### src/rtl/core/elpi_pkg.sv
`default_nettype none

package elpi_pkg;

  // Field widths of the external channels.
  localparam int VAL_W   = 24;
  localparam int DELTA_W = VAL_W + 1;
  localparam int STEP_W  = 7;
  localparam int IDX_W   = 6;

  // Largest step count the input field can carry.
  localparam int STEP_LIMIT = (1 << STEP_W) - 1;

  // Parameter defaults.
  localparam int MAX_STEPS_DEF   = 64;
  localparam int STEPS_NW_DEF    = 7;
  localparam int QUEUE_DEPTH_DEF = 2;

  // Profile codes.
  localparam logic PROF_CUBIC  = 1'b0;
  localparam logic PROF_LINEAR = 1'b1;

  // Fill status of the job queue.
  typedef struct packed {
    logic full;
    logic empty;
  } q_status_t;

endpackage

`default_nettype wire

### src/rtl/core/elpi_queue.sv
`default_nettype none

module elpi_queue #(
  parameter int W     = 8,
  parameter int DEPTH = elpi_pkg::QUEUE_DEPTH_DEF
) (
  input  wire logic             clk,
  input  wire logic             rst_n,
  input  wire logic             push,
  input  wire logic [W-1:0]     push_data,
  input  wire logic             pop,
  output logic [W-1:0]          pop_data,
  output elpi_pkg::q_status_t   status
);

  localparam int AW = $clog2(DEPTH);
  localparam int CW = $clog2(DEPTH + 1);

  logic [W-1:0]  mem_r [DEPTH];
  logic [AW-1:0] wr_ptr_r;
  logic [AW-1:0] rd_ptr_r;
  logic [CW-1:0] count_r;

  assign status.full  = (count_r == CW'(DEPTH));
  assign status.empty = (count_r == '0);
  assign pop_data     = mem_r[rd_ptr_r];

  always_ff @(posedge clk) begin
    if (!rst_n) begin
      wr_ptr_r <= '0;
      rd_ptr_r <= '0;
      count_r  <= '0;
    end else begin
      if (push) begin
        wr_ptr_r <= (wr_ptr_r == AW'(DEPTH - 1)) ? '0 : wr_ptr_r + 1'b1;
      end
      if (pop) begin
        rd_ptr_r <= (rd_ptr_r == AW'(DEPTH - 1)) ? '0 : rd_ptr_r + 1'b1;
      end
      if (push && !pop) begin
        count_r <= count_r + 1'b1;
      end else if (pop && !push) begin
        count_r <= count_r - 1'b1;
      end
    end
  end

  always_ff @(posedge clk) begin
    if (push) begin
      mem_r[wr_ptr_r] <= push_data;
    end
  end

  a_no_overflow: assert property (@(posedge clk) disable iff (!rst_n)
    push |-> !status.full)
    else $error("job queue written while full");

  a_no_underflow: assert property (@(posedge clk) disable iff (!rst_n)
    pop |-> !status.empty)
    else $error("job queue read while empty");

endmodule

`default_nettype wire

### src/rtl/core/elpi_front.sv
`default_nettype none

module elpi_front #(
  parameter int COUNT_CAP = elpi_pkg::MAX_STEPS_DEF,
  parameter int NW        = elpi_pkg::STEPS_NW_DEF,
  localparam int DW       = 3 * NW,
  localparam int QW       = 1 + elpi_pkg::VAL_W + elpi_pkg::DELTA_W + NW + DW
) (
  input  wire logic                               clk,
  input  wire logic                               rst_n,
  input  wire logic                               in_valid,
  output logic                                    in_ready,
  input  wire logic                               in_action,
  input  wire logic signed [elpi_pkg::VAL_W-1:0]  in_start_value,
  input  wire logic signed [elpi_pkg::VAL_W-1:0]  in_end_value,
  input  wire logic [elpi_pkg::STEP_W-1:0]        in_step_count,
  input  wire elpi_pkg::q_status_t                q_status,
  output logic                                    q_push,
  output logic [QW-1:0]                           q_data
);

  localparam logic [1:0] F_IDLE = 2'd0;
  localparam logic [1:0] F_SQ   = 2'd1;
  localparam logic [1:0] F_CUBE = 2'd2;
  localparam logic [1:0] F_PUSH = 2'd3;

  logic [1:0]                          state_r;
  logic [1:0]                          state_nxt;
  logic                                profile_r;
  logic [elpi_pkg::VAL_W-1:0]          start_r;
  logic [elpi_pkg::DELTA_W-1:0]        delta_r;
  logic [NW-1:0]                       n_r;
  logic [2*NW-1:0]                     nsq_r;
  logic [DW-1:0]                       den_r;
  logic [NW-1:0]                       n_clamp;
  logic [DW-1:0]                       cube;
  logic                                accept;

  assign in_ready = (state_r == F_IDLE);
  assign accept   = in_valid && in_ready;
  assign q_push   = (state_r == F_PUSH) && !q_status.full;
  assign q_data   = {profile_r, start_r, delta_r, n_r, den_r};
  assign cube     = nsq_r * n_r;

  // A zero count runs as one step; counts beyond the limit saturate.
  always_comb begin
    priority if (in_step_count == '0) begin
      n_clamp = NW'(1);
    end else if (int'(in_step_count) > COUNT_CAP) begin
      n_clamp = NW'(COUNT_CAP);
    end else begin
      n_clamp = NW'(in_step_count);
    end
  end

  always_comb begin
    state_nxt = state_r;
    unique case (state_r)
      F_IDLE: if (accept) state_nxt = F_SQ;
      F_SQ:   state_nxt = F_CUBE;
      F_CUBE: state_nxt = F_PUSH;
      F_PUSH: if (!q_status.full) state_nxt = F_IDLE;
      default: state_nxt = F_IDLE;
    endcase
  end

  always_ff @(posedge clk) begin
    if (!rst_n) begin
      state_r <= F_IDLE;
    end else begin
      state_r <= state_nxt;
    end
  end

  always_ff @(posedge clk) begin
    if (accept) begin
      profile_r <= in_action;
      start_r   <= in_start_value;
      delta_r   <= {in_end_value[elpi_pkg::VAL_W-1], in_end_value}
                 - {in_start_value[elpi_pkg::VAL_W-1], in_start_value};
      n_r       <= n_clamp;
    end
    if (state_r == F_SQ) begin
      nsq_r <= n_r * n_r;
    end
    if (state_r == F_CUBE) begin
      den_r <= (profile_r == elpi_pkg::PROF_LINEAR) ? DW'(n_r) : cube;
    end
  end

endmodule

`default_nettype wire

### src/rtl/core/elpi_back.sv
`default_nettype none

module elpi_back #(
  parameter int NW  = elpi_pkg::STEPS_NW_DEF,
  localparam int DW = 3 * NW,
  localparam int QW = 1 + elpi_pkg::VAL_W + elpi_pkg::DELTA_W + NW + DW
) (
  input  wire logic                         clk,
  input  wire logic                         rst_n,
  input  wire elpi_pkg::q_status_t          q_status,
  input  wire logic [QW-1:0]                q_data,
  output logic                              q_pop,
  output logic                              out_valid,
  input  wire logic                         out_ready,
  output logic signed [elpi_pkg::VAL_W-1:0] out_sample_value,
  output logic [elpi_pkg::IDX_W-1:0]        out_sample_index,
  output logic                              out_last_sample
);

  localparam int VW    = elpi_pkg::VAL_W;
  localparam int PW    = elpi_pkg::DELTA_W + DW + 1;
  localparam int MW    = VW + DW;
  localparam int SW    = VW + 2;
  localparam int CNT_W = $clog2(VW);

  localparam logic [2:0] B_IDLE = 3'd0;
  localparam logic [2:0] B_W1   = 3'd1;
  localparam logic [2:0] B_W2   = 3'd2;
  localparam logic [2:0] B_MUL  = 3'd3;
  localparam logic [2:0] B_ABS  = 3'd4;
  localparam logic [2:0] B_DIV  = 3'd5;
  localparam logic [2:0] B_FIX  = 3'd6;
  localparam logic [2:0] B_OUT  = 3'd7;

  logic [2:0]                          state_r;
  logic [2:0]                          state_nxt;

  logic                                q_prof;
  logic [VW-1:0]                       q_start;
  logic [elpi_pkg::DELTA_W-1:0]        q_delta;
  logic [NW-1:0]                       q_n;
  logic [DW-1:0]                       q_den;

  logic                                profile_r;
  logic [VW-1:0]                       start_r;
  logic signed [elpi_pkg::DELTA_W-1:0] delta_r;
  logic [NW-1:0]                       n_r;
  logic [DW-1:0]                       den_r;
  logic [NW-1:0]                       i_r;
  logic [elpi_pkg::IDX_W-1:0]          idx_r;
  logic [2*NW-1:0]                     sq_r;
  logic [DW-1:0]                       w_r;
  logic signed [PW-1:0]                prod_r;
  logic                                neg_r;
  logic [DW-1:0]                       rem_r;
  logic [VW-1:0]                       lo_r;
  logic [VW-1:0]                       quo_r;
  logic [CNT_W-1:0]                    cnt_r;
  logic [VW-1:0]                       val_r;
  logic                                last_r;

  logic                                out_valid_r;
  logic [VW-1:0]                       out_value_r;
  logic [elpi_pkg::IDX_W-1:0]          out_index_r;
  logic                                out_last_r;

  logic                                is_last;
  logic [2*NW-1:0]                     sq_w;
  logic [NW+1:0]                       wfac;
  logic [3*NW+1:0]                     wfull;
  logic signed [PW-1:0]                prod_w;
  logic [PW-1:0]                       mag;
  logic [DW:0]                         trial;
  logic                                ge;
  logic                                rnd;
  logic [SW-1:0]                       qext;
  logic [SW-1:0]                       offset;
  logic [SW-1:0]                       vsum;
  logic [elpi_pkg::DELTA_W-1:0]        end_sum;
  logic                                load;

  assign {q_prof, q_start, q_delta, q_n, q_den} = q_data;

  assign q_pop   = (state_r == B_IDLE) && !q_status.empty;
  assign is_last = (i_r == n_r);
  assign sq_w    = i_r * i_r;
  // 3n - 2i stays positive since i never exceeds n.
  assign wfac    = ({2'b00, n_r} << 1) + {2'b00, n_r} - ({2'b00, i_r} << 1);
  assign wfull   = sq_r * wfac;
  assign prod_w  = delta_r * $signed({1'b0, w_r});
  assign mag     = prod_r[PW-1] ? (~prod_r + 1'b1) : prod_r;

  // One restoring division step per cycle.
  assign trial   = {rem_r, lo_r[VW-1]};
  assign ge      = (trial >= {1'b0, den_r});

  // Floor of a negative quotient rounds away from zero when inexact.
  assign rnd     = neg_r && (rem_r != '0);
  assign qext    = {2'b00, quo_r} + SW'(rnd);
  assign offset  = neg_r ? (~qext + 1'b1) : qext;
  assign vsum    = {{2{start_r[VW-1]}}, start_r} + offset;
  assign end_sum = {start_r[VW-1], start_r} + delta_r;

  assign load    = (state_r == B_OUT) && (!out_valid_r || out_ready);

  always_comb begin
    state_nxt = state_r;
    unique case (state_r)
      B_IDLE: if (!q_status.empty) state_nxt = B_W1;
      B_W1: begin
        priority if (is_last) begin
          state_nxt = B_OUT;
        end else if (profile_r == elpi_pkg::PROF_LINEAR) begin
          state_nxt = B_MUL;
        end else begin
          state_nxt = B_W2;
        end
      end
      B_W2:  state_nxt = B_MUL;
      B_MUL: state_nxt = B_ABS;
      B_ABS: state_nxt = B_DIV;
      B_DIV: if (cnt_r == CNT_W'(VW - 1)) state_nxt = B_FIX;
      B_FIX: state_nxt = B_OUT;
      B_OUT: if (load) state_nxt = last_r ? B_IDLE : B_W1;
      default: state_nxt = B_IDLE;
    endcase
  end

  always_ff @(posedge clk) begin
    if (!rst_n) begin
      state_r     <= B_IDLE;
      out_valid_r <= 1'b0;
    end else begin
      state_r <= state_nxt;
      if (load) begin
        out_valid_r <= 1'b1;
      end else if (out_ready) begin
        out_valid_r <= 1'b0;
      end
    end
  end

  always_ff @(posedge clk) begin
    unique case (state_r)
      B_IDLE: begin
        if (!q_status.empty) begin
          profile_r <= q_prof;
          start_r   <= q_start;
          delta_r   <= q_delta;
          n_r       <= q_n;
          den_r     <= q_den;
          i_r       <= NW'(1);
          idx_r     <= '0;
        end
      end
      B_W1: begin
        sq_r   <= sq_w;
        w_r    <= DW'(i_r);
        last_r <= is_last;
        val_r  <= end_sum[VW-1:0];
      end
      B_W2: begin
        w_r <= wfull[DW-1:0];
      end
      B_MUL: begin
        prod_r <= prod_w;
      end
      B_ABS: begin
        neg_r <= prod_r[PW-1];
        rem_r <= mag[MW-1:VW];
        lo_r  <= mag[VW-1:0];
        quo_r <= '0;
        cnt_r <= '0;
      end
      B_DIV: begin
        rem_r <= ge ? DW'(trial - {1'b0, den_r}) : DW'(trial);
        lo_r  <= lo_r << 1;
        quo_r <= {quo_r[VW-2:0], ge};
        cnt_r <= cnt_r + 1'b1;
      end
      B_FIX: begin
        val_r <= vsum[VW-1:0];
      end
      B_OUT: begin
        if (load) begin
          i_r   <= i_r + 1'b1;
          idx_r <= idx_r + 1'b1;
        end
      end
      default: ;
    endcase
    if (load) begin
      out_value_r <= val_r;
      out_index_r <= idx_r;
      out_last_r  <= last_r;
    end
  end

  assign out_valid        = out_valid_r;
  assign out_sample_value = out_value_r;
  assign out_sample_index = out_index_r;
  assign out_last_sample  = out_last_r;

  a_rem_bound: assert property (@(posedge clk) disable iff (!rst_n)
    (state_r == B_DIV) |-> (rem_r < den_r))
    else $error("division remainder reached the divisor");

  a_cubic_not_last: assert property (@(posedge clk) disable iff (!rst_n)
    (state_r == B_W2) |-> (i_r < n_r))
    else $error("curve weight computed for the final sample");

  a_hold_on_stall: assert property (@(posedge clk) disable iff (!rst_n)
    (state_r == B_OUT && out_valid_r && !out_ready) |=> (state_r == B_OUT))
    else $error("sample engine moved on while the output was stalled");

endmodule

`default_nettype wire

### src/rtl/core/ease_or_linear_path_interpolator.sv
// Path interpolator: each input beat carries a start value, an end value, a
// step count n and a profile (0 = cubic ease in-out, 1 = linear). The block
// answers with n output beats, sample i = start + floor(delta * w_i) for
// i = 1..n, where w_i = i*i*(3n - 2i) / n^3 for the cubic curve and i / n for
// the linear one; the final beat is exactly the end value and has
// out_last_sample set. Values are signed fixed point and keep their format.
// A step count of zero runs as one step, and counts above MAX_STEPS are
// saturated to MAX_STEPS. The sample index is zero based and wraps in six
// bits. A front end takes one request at a time: it clamps the count and
// forms the delta and n^3 (n if linear) on a small multiplier, and takes no
// new request until the job is parked in a QUEUE_DEPTH entry queue, so new
// requests are taken while an earlier run is still being emitted. The back
// end produces one sample at a time: each sample before the last forms its
// weight (with the extra 3n - 2i factor for the cubic curve), multiplies it
// by the delta, takes the magnitude, runs a 24 step restoring divider that
// retires one quotient bit per cycle and adds the start back in; the final
// sample is the end value itself. The output is a register, so the back end
// keeps working on the next sample while a finished one waits for out_ready.

`default_nettype none

module ease_or_linear_path_interpolator #(
  parameter int MAX_STEPS   = elpi_pkg::MAX_STEPS_DEF,
  parameter int QUEUE_DEPTH = elpi_pkg::QUEUE_DEPTH_DEF
) (
  input  wire logic                               clk,
  input  wire logic                               rst_n,
  input  wire logic                               in_valid,
  output logic                                    in_ready,
  input  wire logic                               in_action,
  input  wire logic signed [elpi_pkg::VAL_W-1:0]  in_start_value,
  input  wire logic signed [elpi_pkg::VAL_W-1:0]  in_end_value,
  input  wire logic [elpi_pkg::STEP_W-1:0]        in_step_count,
  output logic                                    out_valid,
  input  wire logic                               out_ready,
  output logic signed [elpi_pkg::VAL_W-1:0]       out_sample_value,
  output logic [elpi_pkg::IDX_W-1:0]              out_sample_index,
  output logic                                    out_last_sample
);

  // The input field caps the count anyway, so widths follow the smaller limit.
  localparam int COUNT_CAP = (MAX_STEPS < elpi_pkg::STEP_LIMIT) ?
                             MAX_STEPS : elpi_pkg::STEP_LIMIT;
  localparam int NW        = $clog2(COUNT_CAP + 1);
  localparam int DW        = 3 * NW;
  localparam int QW        = 1 + elpi_pkg::VAL_W + elpi_pkg::DELTA_W + NW + DW;

  logic                 q_push;
  logic                 q_pop;
  logic [QW-1:0]        push_data;
  logic [QW-1:0]        pop_data;
  elpi_pkg::q_status_t  q_status;

  elpi_front #(
    .COUNT_CAP (COUNT_CAP),
    .NW        (NW)
  ) u_front (
    .clk            (clk),
    .rst_n          (rst_n),
    .in_valid       (in_valid),
    .in_ready       (in_ready),
    .in_action      (in_action),
    .in_start_value (in_start_value),
    .in_end_value   (in_end_value),
    .in_step_count  (in_step_count),
    .q_status       (q_status),
    .q_push         (q_push),
    .q_data         (push_data)
  );

  elpi_queue #(
    .W     (QW),
    .DEPTH (QUEUE_DEPTH)
  ) u_queue (
    .clk       (clk),
    .rst_n     (rst_n),
    .push      (q_push),
    .push_data (push_data),
    .pop       (q_pop),
    .pop_data  (pop_data),
    .status    (q_status)
  );

  elpi_back #(
    .NW (NW)
  ) u_back (
    .clk              (clk),
    .rst_n            (rst_n),
    .q_status         (q_status),
    .q_data           (pop_data),
    .q_pop            (q_pop),
    .out_valid        (out_valid),
    .out_ready        (out_ready),
    .out_sample_value (out_sample_value),
    .out_sample_index (out_sample_index),
    .out_last_sample  (out_last_sample)
  );

endmodule

`default_nettype wire

### config.mk
export PLATFORM = sky130hd
export DESIGN_NAME = ease_or_linear_path_interpolator
export DESIGN_NICKNAME = d
export VERILOG_FILES = /design/src/rtl/core/elpi_pkg.sv /design/src/rtl/core/elpi_queue.sv /design/src/rtl/core/elpi_front.sv /design/src/rtl/core/elpi_back.sv /design/src/rtl/core/ease_or_linear_path_interpolator.sv
export SDC_FILE = /design/constraint.sdc
export NUM_CORES = 2
export LEC_CHECK = 0
export BUFFER_PORTS_ARGS = -buffer_cell sky130_fd_sc_hd__clkbuf_2
export CAP_MARGIN = 25
export CORE_MARGIN = 1
export CORE_UTILIZATION = 50
export CTS_CLUSTER_DIAMETER = 60
export DETAILED_ROUTE_END_ITERATION = 8
export PLACE_DENSITY = 0.68
export SETUP_SLACK_MARGIN = 0.2
export SYNTH_ARGS = -nofsm -noshare
export SYNTH_HDL_FRONTEND = slang
export SYNTH_SLANG_ARGS = --single-unit
export TNS_END_PERCENT = 5
### constraint.sdc
create_clock -name clk -period 6.9 [get_ports clk]
set_input_delay 0.69 -clock clk [delete_from_list [all_inputs] [get_ports clk]]
set_output_delay 0.69 -clock clk [all_outputs]
set_load 0.05 [all_outputs]
* After elaboration in Yosys (flattened, before gate mapping)
Memory sizes are Yosys's and may differ from the RTL's. A register that Yosys moved wholly into a read port is not among the register bits.
Cells that the tools add are included.
** Word-level totals
- Flip-flop bits (word level) :: 328
- Memories :: 1
- Bits in read-only memories :: 0
- Bits in latches :: 0
- RAM bits :: 156
** Cells by class
- Multipliers :: 5
- Eq/ne operators :: 18
- Reduce and logical (&&, ||, !) cells :: 29
- Div/mod/pow operators :: 0
- Bitwise operators :: 3
- Magnitude comparators :: 2
- Muxes and demuxes :: 35
- Shifts and indexed selects :: 0
- Add/sub/neg operators :: 16
** Memories
- u_queue.mem_r :: depth 2, width 78, rd ports 1, clocked after Yosys merged registers in 1, wr ports 1, RTL line elpi_queue.sv:19 : logic [W-1:0] mem_r [DEPTH];
** Operators by type and width (number)
- one-hot mux 24 bit (2 select lines) :: 3
- one-hot mux 21 bit (2 select lines) :: 2
- adder 24 bit :: 2
- multiplier 25 x 22 -> 47 bit :: 1
- adder 45 x 1 -> 45 bit, second input constant :: 1
- two-way mux 45 bit :: 1
- inverter 45 bit :: 1
- multiplier 7 x 7 -> 14 bit :: 2
- two-way mux 7 bit :: 4
- subtractor 24 x 24 -> 25 bit :: 1
- adder 24 x 1 -> 24 bit :: 1
- adder 24 x 1 -> 24 bit, second input constant :: 1
- two-way mux 24 bit :: 1
- inverter 24 bit :: 1
- one-hot mux 3 bit (8 select lines) :: 1
- greater-or-equal comparator 22 x 21 -> 1 bit :: 1
- multiplier 14 x 7 -> 21 bit :: 1
- multiplier 14 x 9 -> 21 bit :: 1
- two-way mux 21 bit :: 1
- nonzero test 21 bit :: 1
- subtractor 21 bit :: 1
- one-hot mux 7 bit (2 select lines) :: 1
- == test 3 bit, second input constant :: 4
- two-way mux 3 bit :: 4
- 34 further kinds :: 70

* Depth between registers and ports, before layout
- Word-level depth :: 8
- Gate-level depth with buffers :: 32
- Depth with buffers taken out :: 30

* Modules after synthesis
A second synthesis with hierarchy kept.
** Second synthesis, totals
- Cell total of the unflattened synthesis :: 5067
- Area, all modules :: 54029.3 um^2
** By module, submodules not included
- elpi_back :: seq. area each 9148.8 um^2, area an instance 39495.4 um^2, instances 1, cells each 3950
- elpi_front :: seq. area each 2772.7 um^2, area an instance 8609.5 um^2, instances 1, cells each 852
- elpi_queue :: seq. area each 4784.6 um^2, area an instance 5924.4 um^2, instances 1, cells each 265

* Least setup slack after synthesis
OpenSTA, ideal clock, no wires.
- Path kind :: reg-to-reg
- Start :: reg u_back.delta_r[24] in the netlist's numbering
- End :: reg u_back.prod_r[46], data pin
- Library setup time :: 260 ps
- Data arrival time :: 6912 ps
- Stages on the path, launching flop included :: 26
- Data required time :: 6640 ps
- Slack :: -272 ps
- Path buffers :: 1
- Cells stage by stage :: edfxtp_1 -> clkbuf_1 -> and2_1 -> inv_1 -> fa_1 -> inv_1 -> fa_1 -> inv_1 -> fa_1 -> inv_1 -> fa_1 -> inv_1 -> fa_1 -> fa_1 -> fa_1 -> inv_1 -> ha_1 -> and4_1 -> a221oi_1 -> o221ai_1 -> a211oi_1 -> nor4b_1 -> o41a_1 -> a21o_1 -> a21oi_1 -> xnor2_1
** On the way
- Longest elaborated chain between the ends :: 1
** Ends and longest elaborated chain
- start: declaration :: RTL line elpi_back.sv:46 : logic signed [elpi_pkg::DELTA_W-1:0] delta_r;
- start signal: assignment :: RTL line elpi_back.sv:149 : delta_r <= q_delta;
- multiplier 25 x 22 -> 47 bit :: RTL line elpi_back.sv:90 : assign prod_w = delta_r * $signed({1'b0, w_r});
- named net u_back.prod_w[46] :: RTL line elpi_back.sv:71 : logic signed [PW-1:0] prod_w;
- end signal: assignment :: RTL line elpi_back.sv:166 : prod_r <= prod_w;
- end: declaration :: RTL line elpi_back.sv:53 : logic signed [PW-1:0] prod_r;
The timed path passes the listed nets, and every way through them passes these cells.
A chain may end at the register's enable or synchronous reset.

* Final worst setup path
- Start :: reg u_back.delta_r[7] in the netlist's numbering
- End :: reg u_back.prod_r[46], data pin
The elaborated chain is that of the path after synthesis.

==> results.yml <==
worst_setup_path:
  r2r_start: "u_back.delta_r[7]"
  cp-end-kind: "register"
  worstSetupEndpoint: "u_back.prod_r[46]"
  path_max_fanout: 8
  cp-startpoint: "u_back.delta_r[7]"
  arrival_ns: 7.43
  startpoint_type: "register"
  reg2reg_to: "u_back.prod_r[46]"
  path_class: "register to register"
  reg2reg_slack_ns: -0.14
  required_ns: 7.29
  reg2reg_depth: 24
route:
  dr.pass1.iters: 7
  drc: 0
  drtIter0Drc: 2145
  vias: 35300
  wire_per_inst_um: 18.2
  ant_nets: 0
  routed_wl_um: 121000
  vias_per_cell: 5.33
global_routing:
  grt_max_degree: 97
  grt_pass1_vias: 36800
  grt_first_pass_wirelength_um: 196000
  antenna_found_initial: 7
  groute.usage.overall_pct: 23.3
  gr-total-overflow: 0
synth:
  yosys.area_share.simple_pct: 13.0
  synth_area_mm2: 0.0527
  synthAdderAreaFrac_pct: 35.2
  yosysUniqueCellTypes: 76
  yosys.area_share.xor_xnor_pct: 4.58
  synth_compound_area_share_pct: 6.42
  async_flop_share_pct: 0
  synthCells: 4882
  synth_top_family_by_area: "adder cells"
  ys_seq_area_share_pct: 31.7
  synth_flop_cell: "edfxtp_1"
  synth.area.mux_share_pct: 1.99
  yosysWarnings: 0
  ys_ff_latch: 559
  synth_edf_count: 549
  syn_avg_cell_area_um2: 10.8
layout:
  diodes: 0
  drive_gt1_share_pct: 14.0
  nFillCells: 8718
  design_area_mm2: 0.0602
  layout.nets: 6312
  syn_to_final_growth_pct: 14.1
timing:
  fin_skew_ns: 0.0432
  setup_violations: 2
  rsz0062_at_grt: "true"
  finalCritPeriodShare_pct: 102
  finalHoldViolations: 0
  relSlewSlack_pct: 31.2
  setup_slack_ns: -0.142
  min_period_ns: 7.04
  slew_viol_final: 0
  tightestPinTransition_ns: 1.03
  fmax_mhz: 142
floorplanning:
  rows: 118
  start_util_pct: 50.7
  die_w_um: 327
  dieArea_mm2: 0.107
  core_mm2: 0.104
  io_pins: 93
  die_h_um: 327
placed_design:
  hpwl_um: 95100
  globalplace.congestion: 0.877
  dpl-instance-area_mm2: 0.0569
  port_buffers: 92
min_path:
  hp-start: "in_action"
  hold_path.class: "input pin to register"
  hold_depth: 1
flow_run:
  max_cap_viol_count: 0
clocking:
  worstSkewPairLatency_ns: 0.65
  tritoncts: "done"
  cts_made_buffers: 71
  hold_buffers: 0
  clkTransAtPathRegs_ns: 0.06
  clk_path_buf_depth: 3
  htreeDepth: 3
  cts_sinks: 559
  ctsRootBufferMaster: "clkbuf_16"
status:
  violations: "negative setup slack"
  status: "complete, but fails checks"
per-layer routing:
layer	track usage (%)	share of wire (%)	vias to the layer above	routed length (µm)
met5	0	0.022	-	27
met4	7.91	3.5	4	4230
met3	2.50	4.2	194	5100
met2	39.9	50	828	60100
met1	30.7	42	17900	51200
li1	-	-	16400	-
registers in the layout (all words and copies together) (netlist names), 3 cells and up:
| register | count |
|---|---|
| u_front.nsq_r | 13 |
| u_back.den_r | 21 |
| u_back.rem_r | 21 |
| u_back.out_sample_index | 6 |
| u_front.delta_r | 25 |
| u_queue.mem_r | 156 |
| u_back.lo_r | 24 |
| u_back.prod_r | 46 |
| u_back.val_r | 24 |
| u_back.w_r | 21 |
| u_back.n_r | 7 |
| u_back.start_r | 24 |
| u_back.sq_r | 13 |
| u_back.delta_r | 25 |
| u_back.idx_r | 6 |
| u_back.out_sample_value | 24 |
| u_back.state_r | 3 |
| u_back.quo_r | 24 |
| u_front.den_r | 21 |
| u_front.start_r | 24 |
| u_back.cnt_r | 5 |
| u_back.i_r | 7 |
| u_front.n_r | 7 |
layout make-up:
cell class | instances | area (µm²) | area share [%]
timing repair buffer | 416 | 3430 | 5.71
inverter | 818 | 3070 | 5.11
clock inverter | 43 | 551 | 0.915
sequential | 559 | 16700 | 27.7
clock buffer | 82 | 1820 | 3.02
tap | 1380 | 1730 | 2.87
multi-input combinational | 3330 | 32900 | 54.6
stage by stage:
step / utilization, % / TNS, ns / worst slack [ns] / hold slack, ns / cells
CTS: 57.5 / -0.150 / -0.150 / 0.182 / 6609
global placement: 54.7 / -0.839 / -0.191 / 0.403 / 6462
detailed placement: 54.7 / -1.91 / -0.318 / 0.405 / 6464
global route: 57.9 / -1.79 / -0.316 / 0.196 / 6628
floorplan: - / 0 / 0.197 / 0.400 / 4888
finish: 57.9 / -0.216 / -0.142 / 0.221 / 6628
how the worst min path moves through the flow:
stage | endpoint | slack (ns)
2_1_floorplan | u_back.out_sample_value[0] | 0.40
3_3_place_gp | u_back.out_sample_value[15] | 0.40
3_5_place_dp | u_back.out_sample_value[2] | 0.41
4_1_cts | u_front.profile_r | 0.18
5_1_grt | u_front.profile_r | 0.20
6_report | u_front.profile_r | 0.22
synthesized netlist by cell type (40+ instances only):
cell / instances / area, µm²
fa_1: 710 / 14200
inv_1: 816 / 3060
ha_1: 346 / 4330
nor3_1: 40 / 200
o21ai_0: 141 / 706
nand2_1: 497 / 1870
and2_1: 405 / 2530
nand3_1: 51 / 255
xor2_1: 105 / 920
clkbuf_1: 172 / 646
xnor2_1: 168 / 1470
mux2_2: 86 / 968
a21o_1: 51 / 383
edfxtp_1: 549 / 16500
and3_1: 46 / 288
nor2_1: 172 / 646
a21oi_1: 146 / 731
logic make-up after synthesis:
| logic type | after synthesis |
|---|---|
| compound gates | 531 |
| xor+xnor | 274 |
| fa+ha+maj | 1056 |
| buf+inv | 999 |
| flops | 559 |
| mux | 94 |
| other cells | 2 |
| simple gates | 1367 |
placed cells by master, fill, tap and decap left out, drive strengths merged, types with 19 or more instances in the layout:
master,n
nand2b,39
edfxtp,549
a21o,51
inv,824
o21bai,25
clkinv,27
nor4,19
nor2,172
fa,710
and2,405
buf,323
nand2,497
nor2b,33
o21ai,142
o21a,28
clkbuf,175
mux2,86
o31ai,21
nand3,52
ha,346
xnor2,168
xor2,105
a211oi,22
nor3,41
and3,46
a21oi,146
what timing repair did:
item | 4_1_cts | 5_1_grt
cloned | 1 | 1
buffers inserted | 19 | 16
endpoints found under the setup margin | 21 | 28
resized for setup | 61 | 53
pin swaps | 62 | 73
critical path, stage by stage (launching register included):
cell and delay (ns):
edfxtp_1 0.38, buf_6 0.16, buf_6 0.13, and2_4 0.15, fa_1 0.54, inv_2 0.04
fa_1 0.49, fa_1 0.52, inv_2 0.05, fa_2 0.61, fa_1 0.45, fa_1 0.51
fa_1 0.54, ha_4 0.31, nand3_2 0.06, or4_1 0.52, o21ai_1 0.15, buf_4 0.16
a211oi_2 0.07, buf_4 0.15, nor4b_4 0.28, o41a_1 0.20, a21o_1 0.13, a21oi_2 0.05
xnor2_1 0.11
Power is left out: the tool's default activity adds up to more than one toggle a clock period on the data nets, which glitch-free logic cannot reach.
